===== config.mk =====
export PLATFORM = sky130hd
export DESIGN_NAME = dhm_ctrl
export DESIGN_NICKNAME = d
export VERILOG_FILES = /design/src/rtl/dhm_pkg.sv /design/src/rtl/dhm_ctrl.sv
export SDC_FILE = /design/constraint.sdc
export NUM_CORES = 1
export LEC_CHECK = 0
export ABC_CLOCK_PERIOD_IN_PS = 1700
export BUFFER_PORTS_ARGS = -buffer_cell sky130_fd_sc_hd__clkbuf_2
export CORE_AREA = 2 2 39 41
export CTS_BUF_LIST = sky130_fd_sc_hd__clkbuf_8
export DETAILED_ROUTE_END_ITERATION = 6
export DIE_AREA = 0 0 41 43
export GPL_ROUTABILITY_DRIVEN = 0
export PLACE_DENSITY = 0.53
export SYNTH_ARGS = -nofsm -noshare
export SYNTH_HDL_FRONTEND = slang
export SYNTH_SLANG_ARGS = --single-unit

===== constraint.sdc =====
create_clock -name aclk -period 1.7 [get_ports aclk]
set_clock_uncertainty 0.05 [all_clocks]
set_input_delay 0.34 -clock aclk [delete_from_list [all_inputs] [get_ports aclk]]
set_output_delay 0.34 -clock aclk [all_outputs]
set_load 0.01 [all_outputs]

===== src/rtl/dhm_pkg.sv =====
// Shared types and constants for the degree histogram merge block.
// Holds the controller state type and the command and status structs.
// No dependencies.
`default_nettype none

package dhm_pkg;

    localparam int IN_DEGREE_W = 20;
    localparam int COUNT_W     = 24;
    localparam int RIDX_W      = 8;
    localparam int OUT_IDX_W   = 8;
    localparam int TOTAL_W     = 32;
    localparam int FRAC_BITS   = 8;
    localparam int AVG_W       = 40;
    localparam int RUNS_W      = 16;
    localparam logic [RUNS_W-1:0] RUNS_RESET = 16'd1;

    localparam logic REQ_ADD  = 1'b0;
    localparam logic REQ_READ = 1'b1;

    typedef enum logic [3:0] {
        ST_IDLE,
        ST_SCAN,
        ST_UPDATE,
        ST_APPEND,
        ST_DROP,
        ST_RD_ISSUE,
        ST_RD_TAKE,
        ST_DIV_START,
        ST_DIV_WAIT,
        ST_OUT
    } ctrl_state_t;

    typedef struct packed {
        logic load;
        logic scan;
        logic update;
        logic append;
        logic drop;
        logic rd_issue;
        logic rd_take;
        logic div_start;
        logic out_load;
    } dhm_cmd_t;

    typedef struct packed {
        logic hit;
        logic scan_done;
        logic full;
        logic div_busy;
        logic out_free;
    } dhm_status_t;

endpackage

`default_nettype wire


===== src/rtl/dhm_ctrl.sv =====
// Controller state machine: sequences scan, update, read, divide and output.
// Uses dhm_pkg command and status structs.
`default_nettype none

module dhm_ctrl (
    input  wire logic                  aclk,
    input  wire logic                  aresetn,
    input  wire logic                  s_valid,
    input  wire logic                  s_req_type,
    output logic                       s_ready,
    input  wire dhm_pkg::dhm_status_t  status,
    output dhm_pkg::dhm_cmd_t          cmd
);

    dhm_pkg::ctrl_state_t state_reg;
    dhm_pkg::ctrl_state_t state_next;

    always_ff @(posedge aclk) begin
        if (!aresetn) begin
            state_reg <= dhm_pkg::ST_IDLE;
        end else begin
            state_reg <= state_next;
        end
    end

    always_comb begin
        state_next = state_reg;
        case (state_reg)
            dhm_pkg::ST_IDLE: begin
                if (s_valid) begin
                    state_next = (s_req_type == dhm_pkg::REQ_READ) ?
                                 dhm_pkg::ST_RD_ISSUE : dhm_pkg::ST_SCAN;
                end
            end
            dhm_pkg::ST_SCAN: begin
                if (status.hit) begin
                    state_next = dhm_pkg::ST_UPDATE;
                end else if (status.scan_done) begin
                    state_next = status.full ? dhm_pkg::ST_DROP : dhm_pkg::ST_APPEND;
                end
            end
            dhm_pkg::ST_UPDATE, dhm_pkg::ST_APPEND, dhm_pkg::ST_DROP,
            dhm_pkg::ST_RD_TAKE: begin
                state_next = dhm_pkg::ST_DIV_START;
            end
            dhm_pkg::ST_RD_ISSUE: begin
                state_next = dhm_pkg::ST_RD_TAKE;
            end
            dhm_pkg::ST_DIV_START: begin
                state_next = dhm_pkg::ST_DIV_WAIT;
            end
            dhm_pkg::ST_DIV_WAIT: begin
                if (!status.div_busy) begin
                    state_next = dhm_pkg::ST_OUT;
                end
            end
            dhm_pkg::ST_OUT: begin
                if (status.out_free) begin
                    state_next = dhm_pkg::ST_IDLE;
                end
            end
            default: begin
                state_next = dhm_pkg::ST_IDLE;
            end
        endcase
    end

    always_comb begin
        cmd       = '0;
        s_ready   = 1'b0;
        case (state_reg)
            dhm_pkg::ST_IDLE: begin
                s_ready  = 1'b1;
                cmd.load = s_valid;
            end
            dhm_pkg::ST_SCAN:      cmd.scan      = 1'b1;
            dhm_pkg::ST_UPDATE:    cmd.update    = 1'b1;
            dhm_pkg::ST_APPEND:    cmd.append    = 1'b1;
            dhm_pkg::ST_DROP:      cmd.drop      = 1'b1;
            dhm_pkg::ST_RD_ISSUE:  cmd.rd_issue  = 1'b1;
            dhm_pkg::ST_RD_TAKE:   cmd.rd_take   = 1'b1;
            dhm_pkg::ST_DIV_START: cmd.div_start = 1'b1;
            dhm_pkg::ST_DIV_WAIT:  cmd       = '0;
            dhm_pkg::ST_OUT:       cmd.out_load  = status.out_free;
            default:               cmd       = '0;
        endcase
    end

endmodule

`default_nettype wire


==> flow_metrics.tcl <==
set metrics [dict create \
    reg2reg_slack_ns 0.25 \
    status "finished, final reports clean" \
    area_growth_pct 34.4 \
    path_class "reg -> out" \
    yosysWarnings 0 \
    post_cts_buffers 0 \
    synth_top_area_share_pct 19.8 \
    r2r_cells 4 \
    drt_iter0_markers 7 \
    synth.distinct_cells 27 \
    drive_gt1_share_pct 45.7 \
    setup_viol 0 \
    leakage_nw 0.247 \
    endpoint_kind "primary output" \
    synth.largest_area_cell "dfxtp_1" \
    die_area_um2 1760 \
    period_minus_slack_ns 1.61 \
    ant_nets 0 \
    slew_viol_final 0 \
    cts_sinks 4 \
    synth-compound-area-share_pct 21.1 \
    overflow 0 \
    clkLatencyLatePin_ns 0.21 \
    grt_use_total_pct 12.2 \
    ir_drop_mv 0.534 \
    maxCapViolCount 0 \
    worst_pin_slew_ns 0.313 \
    synth_mux_area_share_pct 2.48 \
    antenna_found_initial 0 \
    vias 432 \
    grt_max_degree 16 \
    whs_path_depth 3 \
    wl_um 1000 \
    worstPathArrival_ns 1.22 \
    drtPass1Iterations 4 \
    cp_max_fo 8 \
    holdPathEnd "state_reg[0]" \
    syn_area_um2 404 \
    cts_buffers 3 \
    clock.fmax_mhz 622 \
    synth.ff_latch_count 4 \
    netlist_instances 52 \
    worstHoldStart "aresetn" \
    start_util_pct 29.2 \
    reg2reg_to "state_reg[1]" \
    io-pin-count 19 \
    seq_area_frac_synth_pct 19.8 \
    largest_reg_flops 4 \
    final_nets 81 \
    r2r_start "state_reg[2]" \
    cts_root_buf "clkbuf_8" \
    synthXorXnorAreaFrac_pct 0 \
    grt_pass1_vias 340 \
    hp-class "in -> reg" \
    placementRows 14 \
    viasPerCell 5.02 \
    synth.area.top_cells "dfxtp_1 (20%), a21oi_1 (6.2%), nor4b_4 (5.9%)" \
    rsz0062_at_grt "false" \
    hold_violations 0 \
    relSlewSlack_pct 79.1 \
    wl_per_cell_um 11.6 \
    synth_fa_ha_area_share_pct 0 \
    clockBufferDepth 2 \
    grt_pass1_wl_um 1460 \
    die_w_um 41 \
    tns_ns 0 \
    cts.repair.resized 3 \
    fp.dieH_um 43 \
    dp_hpwl_um 725 \
    drc 0 \
    core-area_um2 1380 \
    cts_tree "done" \
    synth_area_per_cell_um2 7.77 \
    cts.reportedPaths.clkPinSlew_ns 0.03 \
    holdWs_ns 0.361 \
    syn-num-nets 61 \
    crit_path_start_kind "register" \
    htree_levels 1 \
    io_buffers 18 \
    antenna_cells 0 \
    ctsHoldBuffers 0 \
    crit_required_ns 1.31 \
    synth_top_family_by_area "simple AND/OR/NAND/NOR gates" \
    synthSimpleGateAreaFrac_pct 46.4 \
    period_share_pct 94.5 \
    power-per-cell-area_nw_per_um2 1830 \
]
==> cells in the mapped netlist <==
cell type	instances
o21ai_2	1
or2_1	1
nor4bb_2	1
nand2_1	3
mux2i_1	1
o21a_1	1
nor4_1	2
nand2b_1	3
inv_1	1
and2b_1	1
nor2_1	6
buf_2	3
o21ai_1	1
a32oi_2	1
and2_1	1
o21ai_0	2
a31oi_1	2
and4bb_1	1
nor3_1	4
nor4b_4	1
dfxtp_1	4
nor2b_1	1
nor3b_1	1
nor2_2	1
and4b_1	1
buf_6	2
a21oi_1	5
==> worst max path at each step <==
stage	start	endpoint	cells after the start
finish	state_reg[3]	cmd[0]	3
global route	state_reg[3]	cmd[0]	3
CTS	state_reg[0]	cmd[8]	3
detailed placement	state_reg[2]	state_reg[1]	4
global placement	state_reg[0]	state_reg[2]	4
floorplan	state_reg[1]	cmd[8]	3
==> through the flow <==
stage	worst slack [ns]	util, %	instances	area (µm²)	total power [W]
2_1_floorplan	0.0752	-	52	404	0.000661
3_3_place_gp	0.153	35.5	83	492	0.000770
3_5_place_dp	0.142	35.5	83	492	0.000768
4_1_cts	0.0737	38.8	86	537	0.000982
5_1_grt	0.00993	39.2	86	543	0.00108
6_report	0.0927	39.2	86	543	0.000991
==> where the power goes <==
part / switching (W) / internal [W] / total, W
clock: 0.0000468 / 0.000151 / 0.000198
sequential: 0.000145 / 0.000142 / 0.000287
combinational: 0.000242 / 0.000265 / 0.000507
==> layout by cell type, fill, tap and decap left out, types with 2 or more instances in the layout <==
cell type  netlist  layout
buf_4            0       2
clkbuf_2         0      18
nor3_1           4       4
nand2_1          3       3
a21oi_1          5       5
nor2_1           6       6
a31oi_1          2       2
clkbuf_8         0       3
nand2b_1         3       3
dfxtp_2          0       3
o21ai_0          2       2
==> cell families (layout without fill, tap and decap cells) <==
family | Yosys count | count (layout)
multiplexers | 1 | 1
AND/OR/NAND/NOR | 28 | 28
flip-flops | 4 | 4
AO/OA/AOI/OAI | 13 | 13
buffers and inverters | 6 | 24
==> layout make-up <==
| cell class | count | area [µm²] |
|---|---|---|
| timing repair buffer | 20 | 105 |
| inverter | 1 | 3.75 |
| tap | 16 | 20.0 |
| multi-input combinational | 42 | 289 |
| clock buffer | 3 | 41.3 |
| sequential | 4 | 83.8 |
| fill | 144 | 841 |
==> critical path, cell delays in order (launching register included) <==
cell	delay [ns]
dfxtp_1	0.49
and2b_1	0.20
and4b_1	0.19
clkbuf_2	0.13
==> routing by layer <==
layer  GRT usage [%]  share of wire [%]  vias to the layer above
li1                -                  -                      226
met1            17.4                 47                      197
met2            15.6                 50                        9
met3            3.14                3.3                        0
met4            8.00                  0                        0
met5               0                  0                        -
(Power assumes the default switching activity.)
